**src/hdl/cwb_pkg.sv**
```systemverilog
// shared constants and controller/datapath types for the white balance averager
package cwb_pkg;

  localparam int CHANNEL_BITS_DEF = 16;
  localparam int MAX_RUN_DEF      = 255;

  localparam int NCH        = 3;
  localparam int CH_W       = 2;
  localparam int SUM_W      = 24;
  localparam int WHITE_W    = 16;
  localparam int LEN_W      = 8;
  localparam int LEVEL_W    = 8;
  localparam int FULL_SCALE = 255;

  // measurement divider operands: numerator 510*sum + d, divisor 2*d with d = len*white
  localparam int PROD_W = SUM_W + 9;
  localparam int D_W    = LEN_W + WHITE_W;
  localparam int NUM_W  = PROD_W + 1;
  localparam int DEN_W  = D_W + 1;
  localparam int REM_W  = DEN_W + 1;
  localparam int ITER_W = $clog2(NUM_W);

  localparam int CFG_IDX_W    = 2;
  localparam int CFG_DATA_W   = 8;
  localparam int CAL_LEN_RST  = 50;
  localparam int MEAS_LEN_RST = 10;

  localparam logic [CFG_IDX_W-1:0] CFG_CAL_LEN  = 2'd0;
  localparam logic [CFG_IDX_W-1:0] CFG_MEAS_LEN = 2'd1;

  localparam logic KIND_CAL  = 1'b0;
  localparam logic KIND_MEAS = 1'b1;

  typedef struct packed {
    logic            accept;
    logic            mul;
    logic            div_load;
    logic            div_step;
    logic            store;
    logic            finish;
    logic [CH_W-1:0] ch;
  } cwb_cmd_t;

  typedef struct packed {
    logic run_done;
  } cwb_stat_t;

endpackage

```
**src/hdl/cwb_dp.sv**
```systemverilog
// datapath: run accumulators, white store, shared restoring divider, result registers
module cwb_dp
  import cwb_pkg::*;
#(
  parameter int CHANNEL_BITS = CHANNEL_BITS_DEF,
  parameter int MAX_RUN      = MAX_RUN_DEF
) (
  input  logic                  clk,
  input  logic                  rst_n,
  input  logic                  cfg_write,
  input  logic [CFG_IDX_W-1:0]  cfg_index,
  input  logic [CFG_DATA_W-1:0] cfg_data,
  input  logic                  in_cmd,
  input  logic [15:0]           in_red_raw,
  input  logic [15:0]           in_green_raw,
  input  logic [15:0]           in_blue_raw,
  input  cwb_cmd_t              cmd,
  output cwb_stat_t             stat,
  output logic                  out_result_kind,
  output logic [LEVEL_W-1:0]    out_red_level,
  output logic [LEVEL_W-1:0]    out_green_level,
  output logic [LEVEL_W-1:0]    out_blue_level,
  output logic [WHITE_W-1:0]    out_white_level,
  output logic                  out_white_missing
);

  logic [LEN_W-1:0]        cal_len_r, meas_len_r, len_r;
  logic [SUM_W-1:0]        sum_r [NCH];
  logic [SUM_W-1:0]        sum_nxt [NCH];
  logic [LEN_W-1:0]        cnt_r, cnt_nxt;
  logic                    run_cmd_r;
  logic [WHITE_W-1:0]      white_r [NCH];
  logic [LEVEL_W-1:0]      level_r [NCH];
  logic [CHANNEL_BITS-1:0] raw [NCH];
  logic                    restart;
  logic [LEN_W-1:0]        len_raw, len_sel;

  logic [PROD_W-1:0]  prod_r;
  logic [D_W-1:0]     d_r;
  logic [NUM_W-1:0]   quo_r;
  logic [DEN_W-1:0]   den_r;
  logic [REM_W-1:0]   rem_r, rem_shift;
  logic               rem_ge;
  logic [SUM_W-1:0]   sel_sum;
  logic [WHITE_W-1:0] sel_white;
  logic [LEVEL_W-1:0] level_val;
  logic [WHITE_W-1:0] white_max;
  logic               white_zero;

  assign raw[0] = in_red_raw[CHANNEL_BITS-1:0];
  assign raw[1] = in_green_raw[CHANNEL_BITS-1:0];
  assign raw[2] = in_blue_raw[CHANNEL_BITS-1:0];

  // a change of command starts a fresh run with this sample
  always_comb begin
    restart = (in_cmd != run_cmd_r);
    for (int i = 0; i < NCH; i++) begin
      sum_nxt[i] = (restart ? '0 : sum_r[i]) + SUM_W'(raw[i]);
    end
    cnt_nxt = (restart ? '0 : cnt_r) + LEN_W'(1);
    len_raw = in_cmd ? meas_len_r : cal_len_r;
    if (len_raw == '0) begin
      len_sel = LEN_W'(1);
    end else if (len_raw > LEN_W'(MAX_RUN)) begin
      len_sel = LEN_W'(MAX_RUN);
    end else begin
      len_sel = len_raw;
    end
  end

  assign stat.run_done = (cnt_nxt >= len_sel);

  assign sel_sum   = sum_r[cmd.ch];
  assign sel_white = white_r[cmd.ch];
  assign rem_shift = {rem_r[REM_W-2:0], quo_r[NUM_W-1]};
  assign rem_ge    = (rem_shift >= REM_W'(den_r));

  // quotient above full scale or missing white saturates
  assign level_val = ((sel_white == '0) || (|quo_r[NUM_W-1:LEVEL_W])) ?
                     LEVEL_W'(FULL_SCALE) : quo_r[LEVEL_W-1:0];

  always_comb begin
    white_max = white_r[0];
    if (white_r[1] > white_max) white_max = white_r[1];
    if (white_r[2] > white_max) white_max = white_r[2];
    white_zero = (white_r[0] == '0) || (white_r[1] == '0) || (white_r[2] == '0);
  end

  always_ff @(posedge clk) begin
    if (!rst_n) begin
      cal_len_r  <= LEN_W'(CAL_LEN_RST);
      meas_len_r <= LEN_W'(MEAS_LEN_RST);
      cnt_r      <= '0;
      run_cmd_r  <= KIND_CAL;
      for (int i = 0; i < NCH; i++) begin
        sum_r[i]   <= '0;
        white_r[i] <= '0;
      end
    end else begin
      if (cfg_write) begin
        case (cfg_index)
          CFG_CAL_LEN:  cal_len_r  <= cfg_data;
          CFG_MEAS_LEN: meas_len_r <= cfg_data;
          default: ;
        endcase
      end
      if (cmd.accept) begin
        cnt_r     <= cnt_nxt;
        run_cmd_r <= in_cmd;
        for (int i = 0; i < NCH; i++) sum_r[i] <= sum_nxt[i];
      end
      if (cmd.store && (run_cmd_r == KIND_CAL)) begin
        white_r[cmd.ch] <= quo_r[WHITE_W-1:0];
      end
      if (cmd.finish) begin
        cnt_r <= '0;
        for (int i = 0; i < NCH; i++) sum_r[i] <= '0;
      end
    end
  end

  always_ff @(posedge clk) begin
    if (cmd.accept) begin
      len_r <= len_sel;
    end
    if (cmd.mul) begin
      prod_r <= PROD_W'(PROD_W'(sel_sum) * PROD_W'(2 * FULL_SCALE));
      d_r    <= D_W'(D_W'(len_r) * D_W'(sel_white));
    end
    if (cmd.div_load) begin
      rem_r <= '0;
      if (run_cmd_r == KIND_MEAS) begin
        // +d before dividing by 2d rounds half up
        quo_r <= NUM_W'(prod_r) + NUM_W'(d_r);
        den_r <= {d_r, 1'b0};
      end else begin
        quo_r <= NUM_W'(sel_sum);
        den_r <= DEN_W'(len_r);
      end
    end
    if (cmd.div_step) begin
      rem_r <= rem_ge ? (rem_shift - REM_W'(den_r)) : rem_shift;
      quo_r <= {quo_r[NUM_W-2:0], rem_ge};
    end
    if (cmd.store && (run_cmd_r == KIND_MEAS)) begin
      level_r[cmd.ch] <= level_val;
    end
    if (cmd.finish) begin
      out_result_kind   <= run_cmd_r;
      out_red_level     <= (run_cmd_r == KIND_MEAS) ? level_r[0] : '0;
      out_green_level   <= (run_cmd_r == KIND_MEAS) ? level_r[1] : '0;
      out_blue_level    <= (run_cmd_r == KIND_MEAS) ? level_r[2] : '0;
      out_white_level   <= white_max;
      out_white_missing <= white_zero;
    end
  end

endmodule

```
**src/hdl/cwb_ctrl.sv**
```systemverilog
// controller: transaction handshakes and end-of-run sequencing of the shared divider
module cwb_ctrl
  import cwb_pkg::*;
(
  input  logic      clk,
  input  logic      rst_n,
  input  logic      in_valid,
  output logic      in_stall,
  output logic      out_valid,
  input  logic      out_stall,
  input  cwb_stat_t stat,
  output cwb_cmd_t  cmd
);

  localparam logic [2:0] ST_IDLE  = 3'd0;
  localparam logic [2:0] ST_MUL   = 3'd1;
  localparam logic [2:0] ST_LOAD  = 3'd2;
  localparam logic [2:0] ST_DIV   = 3'd3;
  localparam logic [2:0] ST_STORE = 3'd4;
  localparam logic [2:0] ST_FIN   = 3'd5;

  logic [2:0]        state_r, state_nxt;
  logic [CH_W-1:0]   ch_r, ch_nxt;
  logic [ITER_W-1:0] iter_r, iter_nxt;
  logic              out_valid_r, out_valid_nxt;
  logic              out_free;

  assign in_stall  = (state_r != ST_IDLE);
  assign out_valid = out_valid_r;
  assign out_free  = !out_valid_r || !out_stall;

  always_comb begin
    state_nxt     = state_r;
    ch_nxt        = ch_r;
    iter_nxt      = iter_r;
    out_valid_nxt = out_valid_r && out_stall;
    cmd           = '0;
    cmd.ch        = ch_r;
    case (state_r)
      ST_IDLE: begin
        if (in_valid) begin
          cmd.accept = 1'b1;
          if (stat.run_done) begin
            ch_nxt    = '0;
            state_nxt = ST_MUL;
          end
        end
      end
      ST_MUL: begin
        cmd.mul   = 1'b1;
        state_nxt = ST_LOAD;
      end
      ST_LOAD: begin
        cmd.div_load = 1'b1;
        iter_nxt     = '0;
        state_nxt    = ST_DIV;
      end
      ST_DIV: begin
        cmd.div_step = 1'b1;
        iter_nxt     = iter_r + ITER_W'(1);
        if (iter_r == ITER_W'(NUM_W - 1)) state_nxt = ST_STORE;
      end
      ST_STORE: begin
        cmd.store = 1'b1;
        if (ch_r == CH_W'(NCH - 1)) begin
          state_nxt = ST_FIN;
        end else begin
          ch_nxt    = ch_r + CH_W'(1);
          state_nxt = ST_MUL;
        end
      end
      ST_FIN: begin
        // hold the new result until the output register is free
        if (out_free) begin
          cmd.finish    = 1'b1;
          out_valid_nxt = 1'b1;
          state_nxt     = ST_IDLE;
        end
      end
      default: state_nxt = ST_IDLE;
    endcase
  end

  always_ff @(posedge clk) begin
    if (!rst_n) begin
      state_r     <= ST_IDLE;
      ch_r        <= '0;
      iter_r      <= '0;
      out_valid_r <= 1'b0;
    end else begin
      state_r     <= state_nxt;
      ch_r        <= ch_nxt;
      iter_r      <= iter_nxt;
      out_valid_r <= out_valid_nxt;
    end
  end

  a_no_overwrite: assert property (@(posedge clk) disable iff (!rst_n)
    cmd.finish |-> (!out_valid_r || !out_stall))
    else $error("result loaded over a pending transaction");

  a_div_length: assert property (@(posedge clk) disable iff (!rst_n)
    (state_r == ST_LOAD) |-> ##(NUM_W + 1) (state_r == ST_STORE))
    else $error("divider did not run its full length");

  a_valid_source: assert property (@(posedge clk) disable iff (!rst_n)
    $rose(out_valid_r) |-> ($past(state_r) == ST_FIN))
    else $error("result raised outside the finish step");

  a_stall_busy: assert property (@(posedge clk) disable iff (!rst_n)
    (cmd.mul || cmd.div_step || cmd.store) |-> in_stall)
    else $error("input open while the divider is busy");

endmodule

```
**src/hdl/color_white_balance_averager.sv**
```systemverilog
// top level of the white reference colour calibration averager
// Input channel: in_valid / in_stall carry one sensor sample per transaction, in_cmd
// tagging it as a calibration (white) or measurement sample; raw counts use the low
// CHANNEL_BITS bits. A change of in_cmd restarts the run.
// Output channel: out_valid / out_stall carry one result per completed run. A
// calibration result stores the truncated white averages and reports their maximum;
// a measurement result gives sum*255/(run*white) rounded and saturated at 255.
// Configuration: cfg_valid / cfg_ready write the calibration (index 0) and
// measurement (index 1) run lengths; cfg_ready is always high.
// A sample that does not end a run is taken without a stall. A sample that ends a
// run keeps in_stall high while the single restoring divider, one quotient bit a
// cycle, runs 34 steps per colour channel, plus one multiply, one load and one
// store step each, then a finish step that waits for the result register. The
// result register sits apart from the input, so samples keep flowing while a
// result waits on out_stall; only the next run end waits for the register to drain.
// Synchronous reset clears sums, count, stored whites and out_valid and restores
// the run lengths to 50 and 10.
module color_white_balance_averager
  import cwb_pkg::*;
#(
  parameter int CHANNEL_BITS = CHANNEL_BITS_DEF,
  parameter int MAX_RUN      = MAX_RUN_DEF
) (
  input  logic                  clk,
  input  logic                  rst_n,
  input  logic                  in_valid,
  output logic                  in_stall,
  input  logic                  in_cmd,
  input  logic [15:0]           in_red_raw,
  input  logic [15:0]           in_green_raw,
  input  logic [15:0]           in_blue_raw,
  output logic                  out_valid,
  input  logic                  out_stall,
  output logic                  out_result_kind,
  output logic [LEVEL_W-1:0]    out_red_level,
  output logic [LEVEL_W-1:0]    out_green_level,
  output logic [LEVEL_W-1:0]    out_blue_level,
  output logic [WHITE_W-1:0]    out_white_level,
  output logic                  out_white_missing,
  input  logic                  cfg_valid,
  output logic                  cfg_ready,
  input  logic [CFG_IDX_W-1:0]  cfg_index,
  input  logic [CFG_DATA_W-1:0] cfg_data
);

  cwb_cmd_t  cmd;
  cwb_stat_t stat;

  assign cfg_ready = 1'b1;

  cwb_ctrl u_ctrl (
    .clk       (clk),
    .rst_n     (rst_n),
    .in_valid  (in_valid),
    .in_stall  (in_stall),
    .out_valid (out_valid),
    .out_stall (out_stall),
    .stat      (stat),
    .cmd       (cmd)
  );

  cwb_dp #(
    .CHANNEL_BITS (CHANNEL_BITS),
    .MAX_RUN      (MAX_RUN)
  ) u_dp (
    .clk               (clk),
    .rst_n             (rst_n),
    .cfg_write         (cfg_valid && cfg_ready),
    .cfg_index         (cfg_index),
    .cfg_data          (cfg_data),
    .in_cmd            (in_cmd),
    .in_red_raw        (in_red_raw),
    .in_green_raw      (in_green_raw),
    .in_blue_raw       (in_blue_raw),
    .cmd               (cmd),
    .stat              (stat),
    .out_result_kind   (out_result_kind),
    .out_red_level     (out_red_level),
    .out_green_level   (out_green_level),
    .out_blue_level    (out_blue_level),
    .out_white_level   (out_white_level),
    .out_white_missing (out_white_missing)
  );

endmodule
```
**config.mk**
```make
export PLATFORM = sky130hd
export DESIGN_NAME = color_white_balance_averager
export DESIGN_NICKNAME = d
export VERILOG_FILES = /design/src/hdl/cwb_pkg.sv /design/src/hdl/cwb_dp.sv /design/src/hdl/cwb_ctrl.sv /design/src/hdl/color_white_balance_averager.sv
export SDC_FILE = /design/constraint.sdc
export NUM_CORES = 1
export LEC_CHECK = 0
export ABC_AREA = 1
export BUFFER_PORTS_ARGS = -buffer_cell sky130_fd_sc_hd__buf_2
export CAP_MARGIN = 30
export CORE_UTILIZATION = 55
export CTS_CLUSTER_SIZE = 25
export DETAILED_ROUTE_END_ITERATION = 8
export GPL_TIMING_DRIVEN = 0
export PLACE_DENSITY = 0.72
export REMOVE_ABC_BUFFERS = 1
export SLEW_MARGIN = 20
export SYNTH_ARGS = -nofsm -noshare
export SYNTH_HDL_FRONTEND = slang
export SYNTH_SLANG_ARGS = --single-unit
```
**constraint.sdc**
```tcl
create_clock -name clk -period 8.2 [get_ports clk]
set_input_delay 0.82 -clock clk [delete_from_list [all_inputs] [get_ports clk]]
set_output_delay 0.82 -clock clk [all_outputs]
set_load 0.05 [all_outputs]
```
==> impl_metrics.tcl <==
set metrics [dict create \
    run_status "finished, final reports clean" \
    antenna_found_initial 2 \
    drt-initial-drc-count 2405 \
    seq_area_frac_synth 0.330 \
    synthMuxAreaShare 0 \
    synth_compound_area_frac 0.0761 \
    syn_area_sq_um 34200 \
    gp_congestion 1.04 \
    drc_errors 0 \
    clk_path_buf_depth 3 \
    rows 91 \
    syn_inst 4511 \
    critical_path_class "reg -> reg" \
    hpwl_um 77600 \
    cp.required_ns 8.53 \
    syn_to_final_growth_pct 8.76 \
    finalClockSkew_ns 0.0206 \
    io_buffers 107 \
    clock-sinks 389 \
    synth_top_family_by_area "simple AND/OR/NAND/NOR gates" \
    synth_xor_area_frac 0.0153 \
    cts_tree "built" \
    grt_pass1_vias 28073 \
    worstMarginPinSlew_ns 1.01 \
    ctsResizeCount 0 \
    synth-main-ff-cell "edfxtp_1" \
    crit_arrival_ns 6.81 \
    wl_per_cell_um 17.7 \
    period_needed_ns 6.48 \
    yosysUniqueCellTypes 55 \
    multi_input_area_sq_um 19100 \
    yosysMostFrequentCell "nand2_1" \
    synth_top_area_frac 0.307 \
    fillCellCount 5605 \
    first_pass_iters 9 \
    cts_hold_buf 0 \
    synth_edf_count 350 \
    start_util 0.556 \
    max_freq_mhz 154 \
    post-route-period-util 0.790 \
    ant_nets 0 \
    avgSynthCellArea_sq_um 7.59 \
    core_region_area_sq_um 61600 \
    io_pins 109 \
    clkTransAtPathRegs_ns 0.06 \
    cp_cell_sequence "inv_2 > o21ai_1 > inv_1 > fa_1 > fa_1 > inv_1 > fa_1 > inv_1 > fa_1 > inv_1 > ha_1 > a21o_1 > a21boi_0 > nor2_1 > o21bai_1 > nand3_1 > nand2_1 > nand2_1" \
    final_nets 5105 \
    track_usage 0.308 \
    async_flop_share 0 \
    die_height_um 252 \
    vias 29264 \
    numCtsBuffers 44 \
    hold_start "u_dp.quo_r[0]" \
    worstSkewPairLatency_ns 0.59 \
    drive_gt1_frac 0.0602 \
    hold_path_class "reg -> reg" \
    timing.rr.end "u_dp.prod_r[29]" \
    rsz0062_at_grt "false" \
    worstSetupEndpoint "u_dp.prod_r[29]" \
    reg2regPathDepth 18 \
    critPathMaxFanout 39 \
    slowest_delay_ns 0.94 \
    worstSetupStartpointType "flop" \
    slowest_stage "o21ai_1" \
    setup_violations 0 \
    grt_pass1_wl_um 151000 \
    yosys.area_share.simple 0.262 \
    end_kind "flop" \
    post_cts_buffers 0 \
    timing.slew.headroom 0.325 \
    r2r_setup_slack_ns 1.72 \
    slew_viol_final 0 \
    synth-seq-cells 389 \
    fp.dieW_um 252 \
    holdWs_ns 0.449 \
    design_area_sq_um 37200 \
    maxCapViolCount 0 \
    grt.overflow.total 0 \
    yosysTopAreaCell "edfxtp_1" \
    die-area_sq_um 63300 \
    synth.area.top_cells "edfxtp_1 31%, nand2_1 12%, fa_1 12%, inv_1 9.8%, ha_1 8.7%" \
    routed_via_density 5.35 \
    seq_area_sq_um 11300 \
    yosysWarnings 0 \
    drt-total-wl_um 96700 \
    grt_max_degree 67 \
    htree_levels 2 \
    hold_violations 0 \
    synth-adder-area-share 0.204 \
    cts-root-buf "clkbuf_16" \
    synth_commonest_cells "1,118 x nand2_1, 896 x inv_1, 550 x nor2_1" \
    placed_area_sq_um 35800 \
]
logic make-up (layout without fill, tap and decap cells):
kind of cell | after synthesis | in the layout
DFF | 389 | 389
xor gates and xnor gates | 60 | 60
AOI/OAI and AO/OA | 482 | 482
buffers and inverters | 997 | 1123
adders and majority gates | 438 | 438
other | 1 | 2
and+or+nand+nor | 2144 | 2144
layout by cell type, fill, tap and decap left out, types with 10 or more instances in the layout:
| cell type | n |
|---|---|
| a21oi_1 | 217 |
| and2_1 | 13 |
| buf_2 | 110 |
| clkbuf_1 | 15 |
| clkbuf_16 | 46 |
| dfxtp_1 | 36 |
| edfxtp_1 | 350 |
| fa_1 | 199 |
| ha_1 | 239 |
| inv_1 | 894 |
| inv_2 | 17 |
| nand2_1 | 1117 |
| nand2_2 | 21 |
| nand3_1 | 246 |
| nand3b_1 | 13 |
| nand4_1 | 85 |
| nor2_1 | 548 |
| nor2_2 | 10 |
| nor3_1 | 38 |
| nor4_1 | 21 |
| o211ai_1 | 14 |
| o21a_1 | 15 |
| o21ai_0 | 175 |
| or2_2 | 10 |
| xnor2_1 | 27 |
| xor2_1 | 33 |
through the flow:
step | setup WS, ns | setup TNS (ns) | std cells | util
2_1_floorplan | 1.76 | 0 | 4428 | -
3_3_place_gp | -1.06 | -21.39 | 5372 | 0.575
3_5_place_dp | 1.79 | 0 | 5392 | 0.581
4_1_cts | 1.77 | 0 | 5472 | 0.604
5_1_grt | 1.35 | 0 | 5474 | 0.605
6_report | 1.72 | 0 | 5475 | 0.605
per-layer routing:
| layer | up-vias | routed length [um] | share of wire | global-route usage |
|---|---|---|---|---|
| met3 | 182 | 5480 | 0.057 | 0.0308 |
| met1 | 13590 | 41300 | 0.43 | 0.402 |
| met5 | - | 11 | 0.00011 | 0 |
| met4 | 2 | 4230 | 0.044 | 0.129 |
| li1 | 14515 | - | - | - |
| met2 | 975 | 45700 | 0.47 | 0.522 |
worst min-delay path by stage:
stage | depth (start not counted) | end | slack, ns
floorplan | 2 | u_dp.meas_len_r[1] | 0.42
global placement | 0 | u_dp.white_r[3][0] | 0.43
detailed placement | 0 | u_dp.white_r[3][0] | 0.44
CTS | 3 | u_dp.cal_len_r[5] | 0.43
global route | 0 | u_dp.white_r[3][1] | 0.47
finish | 0 | u_dp.white_r[3][0] | 0.45
state kept, by name (all words and copies together) (netlist names), named ones only:
name / flops
u_dp.sum_r: 72
u_dp.white_r: 64
u_dp.quo_r: 34
u_dp.prod_r: 32
u_dp.den_r: 25
u_dp.rem_r: 25
u_dp.d_r: 24
u_dp.level_r: 24
u_dp.out_white_level: 16
u_dp.cal_len_r: 8
u_dp.cnt_r: 8
u_dp.len_r: 8
u_dp.meas_len_r: 8
u_dp.out_blue_level: 8
u_dp.out_green_level: 8
u_dp.out_red_level: 8
u_ctrl.iter_r: 6
u_ctrl.state_r: 3
u_ctrl.ch_r: 2
u_ctrl.out_valid: 1
u_dp.out_result_kind: 1
u_dp.out_white_missing: 1
u_dp.run_cmd_r: 1
final cells by class:
cell class	count	area share
diodes	1	0.0000672
clock buffers	65	0.0339
clock inverters	15	0.00454
inverters	914	0.0922
multi-input cells	3125	0.514
flip-flops and latches	389	0.303
well taps	837	0.0281
repair buffers	129	0.0238
critical path: cells and delay by family (launching register included):
| family | cells | cell delay [ns] |
|---|---|---|
| compound gates | 4 | 1.72 |
| fa+ha+maj | 5 | 2.55 |
| buf+inv | 5 | 1.00 |
| flops | 1 | 0.57 |
| simple gates | 4 | 0.34 |
Power is not shown: default switching activity piles up to over one toggle a cycle in this logic, so the estimate is an artifact.
